$ cat src/rtl/pee_pkg.sv
// Package for the prefix expression evaluator: token, queue entry and status types.
// No dependencies; the files that use it refer to it by scoped names.
`timescale 1ns / 1ps

package pee_pkg;

  // Character classes decided by the front end
  typedef enum logic [2:0] {
    K_SPACE = 3'd0,
    K_OPND  = 3'd1,
    K_ADD   = 3'd2,
    K_SUB   = 3'd3,
    K_MUL   = 3'd4,
    K_DIV   = 3'd5
  } kind_t;

  // Result status codes
  typedef enum logic [2:0] {
    ST_OK    = 3'd0,
    ST_COUNT = 3'd1,
    ST_UNDER = 3'd2,
    ST_DIVZ  = 3'd3,
    ST_LONG  = 3'd4
  } status_t;

  // Character codes
  localparam logic [7:0] CH_PLUS  = 8'h2B;
  localparam logic [7:0] CH_MINUS = 8'h2D;
  localparam logic [7:0] CH_STAR  = 8'h2A;
  localparam logic [7:0] CH_SLASH = 8'h2F;
  localparam logic [7:0] CH_SPACE = 8'h20;
  localparam logic [7:0] CH_ZERO  = 8'h30;

  // One classified character as stored in the character buffer
  typedef struct packed {
    kind_t      kind;
    logic [7:0] sym;
  } token_t;

  // One entry of the queue between front and back
  typedef struct packed {
    token_t tok;
    logic   last;
  } q_item_t;

  // Queue depth (power of two) and pointer width
  localparam int QDEPTH = 2;
  localparam int QAW    = $clog2(QDEPTH);

endpackage

$ cat src/rtl/pee_ram.sv
// Generic simple dual-port RAM: one write port, one read port with registered data.
// No dependencies.
`timescale 1ns / 1ps

module pee_ram #(
  parameter int WIDTH = 8,
  parameter int DEPTH = 64,
  localparam int AW   = (DEPTH > 1) ? $clog2(DEPTH) : 1
) (
  input  logic             clk,
  input  logic             we,
  input  logic [AW-1:0]    waddr,
  input  logic [WIDTH-1:0] wdata,
  input  logic [AW-1:0]    raddr,
  output logic [WIDTH-1:0] rdata
);

  logic [WIDTH-1:0] mem [DEPTH];

  // Write and registered read
  always_ff @(posedge clk) begin
    if (we) begin
      mem[waddr] <= wdata;
    end
    rdata <= mem[raddr];
  end

endmodule

$ cat src/rtl/pee_queue.sv
// Short FIFO between the front end and the evaluation back end.
// Depends on pee_pkg (q_item_t, QDEPTH, QAW).
`timescale 1ns / 1ps

module pee_queue (
  input  logic             clk,
  input  logic             rst,
  input  logic             push_valid,
  output logic             push_ready,
  input  pee_pkg::q_item_t push_data,
  output logic             pop_valid,
  input  logic             pop_ready,
  output pee_pkg::q_item_t pop_data
);

  localparam int CNTW = $clog2(pee_pkg::QDEPTH + 1);

  pee_pkg::q_item_t                entries [pee_pkg::QDEPTH];
  logic [pee_pkg::QAW-1:0]         wptr;
  logic [pee_pkg::QAW-1:0]         rptr;
  logic [CNTW-1:0]                 fill;
  logic                            do_push;
  logic                            do_pop;

  assign push_ready = (fill != CNTW'(pee_pkg::QDEPTH));
  assign pop_valid  = (fill != '0);
  assign pop_data   = entries[rptr];
  assign do_push    = push_valid && push_ready;
  assign do_pop     = pop_valid && pop_ready;

  // Storage
  always_ff @(posedge clk) begin
    if (do_push) begin
      entries[wptr] <= push_data;
    end
  end

  // Pointers and fill level; pointers wrap since the depth is a power of two
  always_ff @(posedge clk) begin
    if (rst) begin
      wptr <= '0;
      rptr <= '0;
      fill <= '0;
    end else begin
      if (do_push) wptr <= wptr + pee_pkg::QAW'(1);
      if (do_pop)  rptr <= rptr + pee_pkg::QAW'(1);
      case ({do_push, do_pop})
        2'b10:   fill <= fill + CNTW'(1);
        2'b01:   fill <= fill - CNTW'(1);
        default: fill <= fill;
      endcase
    end
  end

endmodule

$ cat src/rtl/pee_front.sv
// Front end: accepts characters, classifies them and queues them for the back end.
// Depends on pee_pkg and pee_queue.
`timescale 1ns / 1ps

module pee_front (
  input  logic             clk,
  input  logic             rst,
  input  logic             in_valid,
  output logic             in_ready,
  input  logic [7:0]       symbol,
  input  logic             last,
  output logic             tok_valid,
  input  logic             tok_ready,
  output pee_pkg::q_item_t tok_data
);

  pee_pkg::q_item_t item;

  // Classify the incoming character
  always_comb begin
    item.tok.sym = symbol;
    item.last    = last;
    unique case (symbol)
      pee_pkg::CH_PLUS:  item.tok.kind = pee_pkg::K_ADD;
      pee_pkg::CH_MINUS: item.tok.kind = pee_pkg::K_SUB;
      pee_pkg::CH_STAR:  item.tok.kind = pee_pkg::K_MUL;
      pee_pkg::CH_SLASH: item.tok.kind = pee_pkg::K_DIV;
      pee_pkg::CH_SPACE: item.tok.kind = pee_pkg::K_SPACE;
      default:           item.tok.kind = pee_pkg::K_OPND;
    endcase
  end

  pee_queue u_queue (
    .clk        (clk),
    .rst        (rst),
    .push_valid (in_valid),
    .push_ready (in_ready),
    .push_data  (item),
    .pop_valid  (tok_valid),
    .pop_ready  (tok_ready),
    .pop_data   (tok_data)
  );

endmodule

$ cat src/rtl/pee_divider.sv
// Iterative signed 32-bit divider, one quotient bit per cycle, truncating toward zero.
// No dependencies.
`timescale 1ns / 1ps

module pee_divider (
  input  logic        clk,
  input  logic        rst,
  input  logic        start,
  input  logic [31:0] dividend,
  input  logic [31:0] divisor,
  output logic        done,
  output logic [31:0] quotient
);

  logic        busy;
  logic [4:0]  step;
  logic [31:0] rem;
  logic [31:0] quo;
  logic [31:0] mag_b;
  logic        neg;
  logic [32:0] trial;
  logic        fits;
  logic [32:0] diff;

  // One restoring step
  assign trial = {rem, quo[31]};
  assign fits  = (trial >= {1'b0, mag_b});
  assign diff  = trial - {1'b0, mag_b};

  assign quotient = neg ? (32'd0 - quo) : quo;

  // Control
  always_ff @(posedge clk) begin
    if (rst) begin
      busy <= 1'b0;
      done <= 1'b0;
      step <= '0;
    end else begin
      done <= 1'b0;
      if (start) begin
        busy <= 1'b1;
        step <= '0;
      end else if (busy) begin
        step <= step + 5'd1;
        if (step == 5'd31) begin
          busy <= 1'b0;
          done <= 1'b1;
        end
      end
    end
  end

  // Datapath
  always_ff @(posedge clk) begin
    if (start) begin
      rem   <= '0;
      quo   <= dividend[31] ? (32'd0 - dividend) : dividend;
      mag_b <= divisor[31] ? (32'd0 - divisor) : divisor;
      neg   <= dividend[31] ^ divisor[31];
    end else if (busy) begin
      rem <= fits ? diff[31:0] : trial[31:0];
      quo <= {quo[30:0], fits};
    end
  end

endmodule

$ cat src/rtl/pee_back.sv
// Back end: stores tokens, checks counts, evaluates right to left on a stack.
// Depends on pee_pkg, pee_ram and pee_divider.
`timescale 1ns / 1ps

module pee_back #(
  parameter int MAX_LEN = 64
) (
  input  logic               clk,
  input  logic               rst,
  input  logic               tok_valid,
  output logic               tok_ready,
  input  pee_pkg::q_item_t   tok_data,
  output logic               out_valid,
  input  logic               out_ready,
  output logic signed [31:0] value,
  output logic [2:0]         status
);

  localparam int AW = (MAX_LEN > 1) ? $clog2(MAX_LEN) : 1;
  localparam int CW = $clog2(MAX_LEN + 1);
  localparam int TW = $bits(pee_pkg::token_t);

  typedef enum logic [7:0] {
    S_LOAD   = 8'b00000001,
    S_CHECK  = 8'b00000010,
    S_FETCH  = 8'b00000100,
    S_DECODE = 8'b00001000,
    S_OPER   = 8'b00010000,
    S_DIVW   = 8'b00100000,
    S_FINISH = 8'b01000000,
    S_DONE   = 8'b10000000
  } state_t;

  state_t            state;
  logic [CW-1:0]     cnt;
  logic [CW-1:0]     ops;
  logic [CW-1:0]     opnds;
  logic              ovf;
  logic [CW-1:0]     idx;
  logic [CW-1:0]     sp;
  logic [31:0]       top;
  pee_pkg::kind_t    op;
  pee_pkg::status_t  st;

  logic              tok_pop;
  logic              cnt_full;
  logic              sp_full;
  logic [CW-1:0]     idx_m1;
  logic [CW-1:0]     sp_m1;
  logic [CW-1:0]     sp_m2;
  logic [CW:0]       ops_p1;
  logic [TW-1:0]     buf_rdata;
  pee_pkg::token_t   dtok;
  logic [31:0]       opnd_val;
  logic              stk_we;
  logic [31:0]       rhs;
  logic [31:0]       prod;
  logic              div_start;
  logic              div_done;
  logic [31:0]       div_q;
  logic              result_load;

  assign tok_ready = (state == S_LOAD);
  assign tok_pop   = tok_valid && tok_ready;
  assign cnt_full  = (cnt == CW'(MAX_LEN));
  assign sp_full   = (sp == CW'(MAX_LEN));
  assign idx_m1    = idx - CW'(1);
  assign sp_m1     = sp - CW'(1);
  assign sp_m2     = sp - CW'(2);
  assign ops_p1    = {1'b0, ops} + (CW+1)'(1);
  assign dtok      = pee_pkg::token_t'(buf_rdata);
  assign opnd_val  = {24'd0, dtok.sym} - {24'd0, pee_pkg::CH_ZERO};
  assign prod      = top * rhs;

  // Old top moves into the stack memory when an operand is pushed
  assign stk_we = (state == S_DECODE) && (dtok.kind == pee_pkg::K_OPND) &&
                  !sp_full && (sp != '0);

  assign div_start = (state == S_OPER) && (op == pee_pkg::K_DIV) && (rhs != '0);
  assign result_load = (state == S_DONE) && (!out_valid || out_ready);

  // Character buffer
  pee_ram #(.WIDTH(TW), .DEPTH(MAX_LEN)) u_char_buf (
    .clk   (clk),
    .we    (tok_pop && !cnt_full),
    .waddr (cnt[AW-1:0]),
    .wdata (tok_data.tok),
    .raddr (idx_m1[AW-1:0]),
    .rdata (buf_rdata)
  );

  // Value stack below the top entry
  pee_ram #(.WIDTH(32), .DEPTH(MAX_LEN)) u_stack (
    .clk   (clk),
    .we    (stk_we),
    .waddr (sp_m1[AW-1:0]),
    .wdata (top),
    .raddr (sp_m2[AW-1:0]),
    .rdata (rhs)
  );

  pee_divider u_div (
    .clk      (clk),
    .rst      (rst),
    .start    (div_start),
    .dividend (top),
    .divisor  (rhs),
    .done     (div_done),
    .quotient (div_q)
  );

  // Sequencer
  always_ff @(posedge clk) begin
    if (rst) begin
      state <= S_LOAD;
      cnt   <= '0;
      ops   <= '0;
      opnds <= '0;
      ovf   <= 1'b0;
      sp    <= '0;
    end else begin
      unique case (state)
        S_LOAD: begin
          if (tok_pop) begin
            if (!cnt_full) begin
              cnt <= cnt + CW'(1);
              case (tok_data.tok.kind)
                pee_pkg::K_SPACE: ;
                pee_pkg::K_OPND:  opnds <= opnds + CW'(1);
                default:          ops <= ops + CW'(1);
              endcase
            end else begin
              ovf <= 1'b1;
            end
            if (tok_data.last) state <= S_CHECK;
          end
        end
        S_CHECK: begin
          if (ovf) begin
            st    <= pee_pkg::ST_LONG;
            state <= S_DONE;
          end else if (ops_p1 != {1'b0, opnds}) begin
            st    <= pee_pkg::ST_COUNT;
            state <= S_DONE;
          end else begin
            idx   <= cnt;
            sp    <= '0;
            state <= S_FETCH;
          end
        end
        S_FETCH: begin
          if (idx == '0) begin
            state <= S_FINISH;
          end else begin
            idx   <= idx_m1;
            state <= S_DECODE;
          end
        end
        S_DECODE: begin
          case (dtok.kind)
            pee_pkg::K_SPACE: state <= S_FETCH;
            pee_pkg::K_OPND: begin
              if (sp_full) begin
                st    <= pee_pkg::ST_LONG;
                state <= S_DONE;
              end else begin
                top   <= opnd_val;
                sp    <= sp + CW'(1);
                state <= S_FETCH;
              end
            end
            default: begin
              if (sp < CW'(2)) begin
                st    <= pee_pkg::ST_UNDER;
                state <= S_DONE;
              end else begin
                op    <= dtok.kind;
                state <= S_OPER;
              end
            end
          endcase
        end
        S_OPER: begin
          // Pop two, push one
          case (op)
            pee_pkg::K_ADD: begin
              top   <= top + rhs;
              sp    <= sp_m1;
              state <= S_FETCH;
            end
            pee_pkg::K_SUB: begin
              top   <= top - rhs;
              sp    <= sp_m1;
              state <= S_FETCH;
            end
            pee_pkg::K_MUL: begin
              top   <= prod;
              sp    <= sp_m1;
              state <= S_FETCH;
            end
            default: begin
              if (rhs == '0) begin
                st    <= pee_pkg::ST_DIVZ;
                state <= S_DONE;
              end else begin
                sp    <= sp_m1;
                state <= S_DIVW;
              end
            end
          endcase
        end
        S_DIVW: begin
          if (div_done) begin
            top   <= div_q;
            state <= S_FETCH;
          end
        end
        S_FINISH: begin
          st    <= (sp == '0) ? pee_pkg::ST_UNDER : pee_pkg::ST_OK;
          state <= S_DONE;
        end
        S_DONE: begin
          if (result_load) begin
            cnt   <= '0;
            ops   <= '0;
            opnds <= '0;
            ovf   <= 1'b0;
            sp    <= '0;
            state <= S_LOAD;
          end
        end
        default: state <= S_LOAD;
      endcase
    end
  end

  // Output register
  always_ff @(posedge clk) begin
    if (rst) begin
      out_valid <= 1'b0;
    end else if (result_load) begin
      out_valid <= 1'b1;
    end else if (out_ready) begin
      out_valid <= 1'b0;
    end
  end

  always_ff @(posedge clk) begin
    if (result_load) begin
      value  <= (st == pee_pkg::ST_OK) ? top : 32'sd0;
      status <= st;
    end
  end

endmodule

$ cat src/rtl/prefix_expression_evaluator.sv
// Prefix expression evaluator, top level: front end, token queue and back end.
// Depends on pee_pkg, pee_front and pee_back.
`timescale 1ns / 1ps

// One character is taken per transaction and loaded; the item with last set
// closes the expression. The back end then checks the operand and operator
// counts and walks the stored characters from right to left, one buffer read
// per character; a / waits on a divider that makes one quotient bit per
// cycle. The check, the end of the walk and the result load are states of
// their own. While the back end evaluates, characters of the next
// expression fill the two-entry queue and then input ready drops until the
// back end returns to loading. The result waits in an output register, so
// loading may resume before it is taken. Expressions longer than MAX_LEN
// characters report status 4.
module prefix_expression_evaluator #(
  parameter int MAX_LEN = 64
) (
  input  logic               clk,
  input  logic               rst,
  input  logic               in_valid,
  output logic               in_ready,
  input  logic [7:0]         symbol,
  input  logic               last,
  output logic               out_valid,
  input  logic               out_ready,
  output logic signed [31:0] value,
  output logic [2:0]         status
);

  logic             tok_valid;
  logic             tok_ready;
  pee_pkg::q_item_t tok_data;

  pee_front u_front (
    .clk       (clk),
    .rst       (rst),
    .in_valid  (in_valid),
    .in_ready  (in_ready),
    .symbol    (symbol),
    .last      (last),
    .tok_valid (tok_valid),
    .tok_ready (tok_ready),
    .tok_data  (tok_data)
  );

  pee_back #(.MAX_LEN(MAX_LEN)) u_back (
    .clk       (clk),
    .rst       (rst),
    .tok_valid (tok_valid),
    .tok_ready (tok_ready),
    .tok_data  (tok_data),
    .out_valid (out_valid),
    .out_ready (out_ready),
    .value     (value),
    .status    (status)
  );

endmodule

$ cat config.mk
export PLATFORM = sky130hd
export DESIGN_NAME = prefix_expression_evaluator
export DESIGN_NICKNAME = d
export VERILOG_FILES = /design/src/rtl/pee_pkg.sv /design/src/rtl/pee_ram.sv /design/src/rtl/pee_queue.sv /design/src/rtl/pee_front.sv /design/src/rtl/pee_divider.sv /design/src/rtl/pee_back.sv /design/src/rtl/prefix_expression_evaluator.sv
export SDC_FILE = /design/constraint.sdc
export NUM_CORES = 2
export LEC_CHECK = 0
export ABC_AREA = 1
export BUFFER_PORTS_ARGS = -buffer_cell sky130_fd_sc_hd__buf_2
export CAP_MARGIN = 40
export CORE_MARGIN = 4
export CORE_UTILIZATION = 50
export CTS_CLUSTER_SIZE = 40
export DETAILED_ROUTE_END_ITERATION = 10
export PLACE_DENSITY = 0.77
export REMOVE_ABC_BUFFERS = 1
export SLEW_MARGIN = 20
export SYNTH_ARGS = -nofsm -noshare
export SYNTH_HDL_FRONTEND = slang
export SYNTH_SLANG_ARGS = --single-unit
$ cat constraint.sdc
create_clock -name clk -period 7 [get_ports clk]
set_clock_uncertainty 0.15 [all_clocks]
set_input_delay 1.05 -clock clk [delete_from_list [all_inputs] [get_ports clk]]
set_output_delay 1.05 -clock clk [all_outputs]
set_load 0.05 [all_outputs]
==> reports/metrics.csv <==
stage;metric;value;unit
status;status;complete, no violations;
setup_path;Critical Path AT;7.41;ns
sta;RSZ-0062 raised after global routing;yes;
yosys;Post-synth ARST share;0;%
sta;Slew Limit Fails;0;
floorplan;Starting Density;50.16;%
global_routing;Global Route Usage Sum;27.43;%
route;Residual DRC;0;
cells_and_area;nets;13390;
floorplan;Die Ht;542.7;um
setup_path;critical setup path kind;reg -> reg;
min_path;HP Class;in -> reg;
clock_tree;CTS Buf Count;304;
placed_design;Placed Area;150200;um^2
yosys;ys flop type;edfxtp_1;
yosys;synth cell count leaders;edfxtp_1 (2,921), nor2_1 (2,109), o21ai_0 (1,755), nand2_1 (1,262), inv_1 (1,078);
placed_design;dpl hpwl;253600;um
cells_and_area;Layout area overhead;12.53;%
clock_tree;Clock Path Buffers;4;
floorplan;Die ar.;294500;um^2
placed_design;input/output buffers;49;
setup_path;crit-path max cell delay;0.56;ns
route;drt wl/cell;24.77;um
route;final wirelength;415100;um
global_routing;total congestion overflow;0;
yosys;Mapped Avg Cell Area;11.33;um^2
run;max-cap violations;0;
sta;crit path time final;6.992;ns
cells_and_area;post-route design area;160800;um^2
global_routing;initial antenna violation count;17;
sta;Slew HR;4.294;%
setup_path;CP max FO;5;
setup_path;CP endpoint kind;flip-flop;
clock_tree;htree depth;5;
yosys;top-count cell post-synth;edfxtp_1;
clock_tree;clock latency on the worst-skew pair;0.89;ns
yosys;register bit total from synthesis;3046;
cells_and_area;proportion of layout cells with a drive suffix above 1;10.23;%
yosys;top cell type's share of synthesized area;61.36;%
clock_tree;clock net sink count;3046;
sta;Final setup viols;0;
route;Vias;102100;
setup_path;WP data required;7.42;ns
clock_tree;CTS tree;yes;
floorplan;Horiz. Die Dim;542.7;um
yosys;YS warnings;0;
setup_path;cell mode on critical path;fa_1;
placed_design;Placer Congestion;0.9636;
route;DR pass1 iterations;6;
route;1st-iter DRT viols;14840;
clock_tree;CTS root buffer;clkbuf_16;
floorplan;Cell Rows;196;
sta;final period utilization;99.88;%
clock_tree;Reg clk slew, reported paths;0.06;ns
global_routing;global-route wire length before repair;612700;um
global_routing;vias in the first global route;96800;
cells_and_area;filler cell count;22390;
yosys;Synth Cell Area;142900;um^2
yosys;synth top area cells;edfxtp_1 (61%), o21ai_0 (6.1%), fa_1 (5.7%), nor2_1 (5.5%), nand2_1 (3.3%);
cells_and_area;final core occ;56.44;%
sta;final hold vios;0;
yosys;area leader, netlist;edfxtp_1;
floorplan;I/O Pins;50;
yosys;Post-synth EDFFs;2921;
sta;Least-Margin Pin Slew;1.436;ns
setup_path;Slowest cell on crit path;fa_1;
yosys;Netlist cell types;67;
route;Via-to-Cell Ratio;6.091;
yosys;Post-Synthesis Cells;12620;
sta;Max Freq;0.1430;GHz
floorplan;Core Area;285000;um^2
yosys;post-synthesis sequential area ratio;63.11;%
route;Final ANT Viol Nets;0;
global_routing;pin count of the biggest net entering global routing;213;
setup_path;CP Launch Type;flip-flop;
-- placed cells by master (no fill, tap or decap), drive strengths merged, types with 18 or more instances in the layout --
cell type	Yosys	layout
a21oi	186	186
buf	158	616
bufinv	0	22
clkbuf	622	397
clkinv	8	106
dfxtp	125	125
edfxtp	2921	2921
fa	410	410
ha	205	205
inv	1090	1104
mux2i	96	96
nand2	1274	1274
nand3	270	270
nand3b	44	44
nand4	46	46
nor2	2123	2123
nor3	70	70
nor4	18	18
o211ai	82	82
o21ai	1766	1766
o221ai	121	121
o22ai	619	619
o32ai	111	111
xnor2	47	47
xor2	100	100
-- kinds of logic (layout without fill, tap and decap cells) --
kind of cell               count (synthesis)  count (layout)  synth area share, %
other                                      0               5                    0
adders and majority gates                615             615                7.536
xor gates and xnor gates                 147             147               0.9059
buffers and inverters                   1878            2251                5.054
and+or+nand+nor                         3865            3865                10.87
muxes                                     96              96               0.6722
DFF                                     3046            3046                63.11
AOI/OAI and AO/OA                       2968            2968                11.85
-- flip-flops by register name (all words and copies together) (netlist names), 8 cells and up, named ones only --
register	flops
u_back.u_stack.mem	2048
u_back.u_stack.rdata	32
u_back.u_div.rem	32
u_back.u_char_buf.mem	704
u_back.value	32
u_back.u_div.mag_b	32
u_front.u_queue.entries	24
u_back.state	8
u_back.u_div.quo	32
u_back.top	32
u_back.u_char_buf.rdata	11
-- path summary, 6_finish.rpt --
kind                                 startpoint                                 endpoint  slack (ns)  cells after the start
min reg2reg  u_back.u_char_buf.rdata[9]$_DFF_P_                   u_back.op[1]$_DFFE_PP_        0.26                      0
max reg2reg            u_back.top[11]$_DFFE_PP_                 u_back.top[29]$_DFFE_PP_       0.008                     28
max                    u_back.top[11]$_DFFE_PP_                 u_back.top[29]$_DFFE_PP_       0.008                     28
min                                   symbol[6]  u_front.u_queue.entries[0][7]$_DFFE_PP_        0.25                      1
-- cell type report --
cell class	count	area (um^2)	share of cell area (%)
Antenna cell	5	12.51	0.007779
Multi-Input combinational cell	7691	46650	29.00
Timing Repair Buffer	619	5469	3.400
Tap cell	3762	4707	2.926
Clock inverter	140	1380	0.8580
Inverter	1098	4156	2.584
Sequential cell	3046	90240	56.11
Clock buffer	394	8225	5.114
-- worst max-delay path, delay by kind of cell, from the launching register on --
kind,cells,cell delay [ns]
adders and majority gates,9,4.29
AOI/OAI and AO/OA,5,0.68
buffers and inverters,7,0.59
and+or+nand+nor,7,0.54
DFF,1,0.49
-- layer usage --
layer / track usage, % / part of all wire, % / vias to the layer above
li1: - / - / 44680
met1: 37.04 / 37 / 49680
met2: 42.94 / 46 / 6501
met3: 5.405 / 11 / 1165
met4: 13.01 / 5.5 / 26
met5: 0 / 0.070 / -
-- repair_timing --
action                     4_1_cts  5_1_grt
cloned                           0        1
setup endpoints to repair        8       20
resized for setup               43      132
buffers inserted                19       19
hold buffers                     0        0
pin swaps                       38       53
-- through the flow --
| step | std cells | setup slack (ns) | setup TNS [ns] | hold slack (ns) |
|---|---|---|---|---|
| after global placement | 16120 | -0.1152 | -0.3234 | 0.2850 |
| after detailed placement | 16170 | -0.1514 | -0.5041 | 0.2862 |
| after CTS | 16720 | -0.001891 | -0.001891 | 0.1886 |
| after global routing | 16750 | -0.2509 | -1.433 | 0.2255 |
| final | 16760 | 0.008465 | 0 | 0.2548 |
| after floorplan | 11840 | -45.21 | - | 0.2590 |
Power is left out: the tool's default activity adds up to more than one toggle a clock period on the data nets, which glitch-free logic cannot reach.
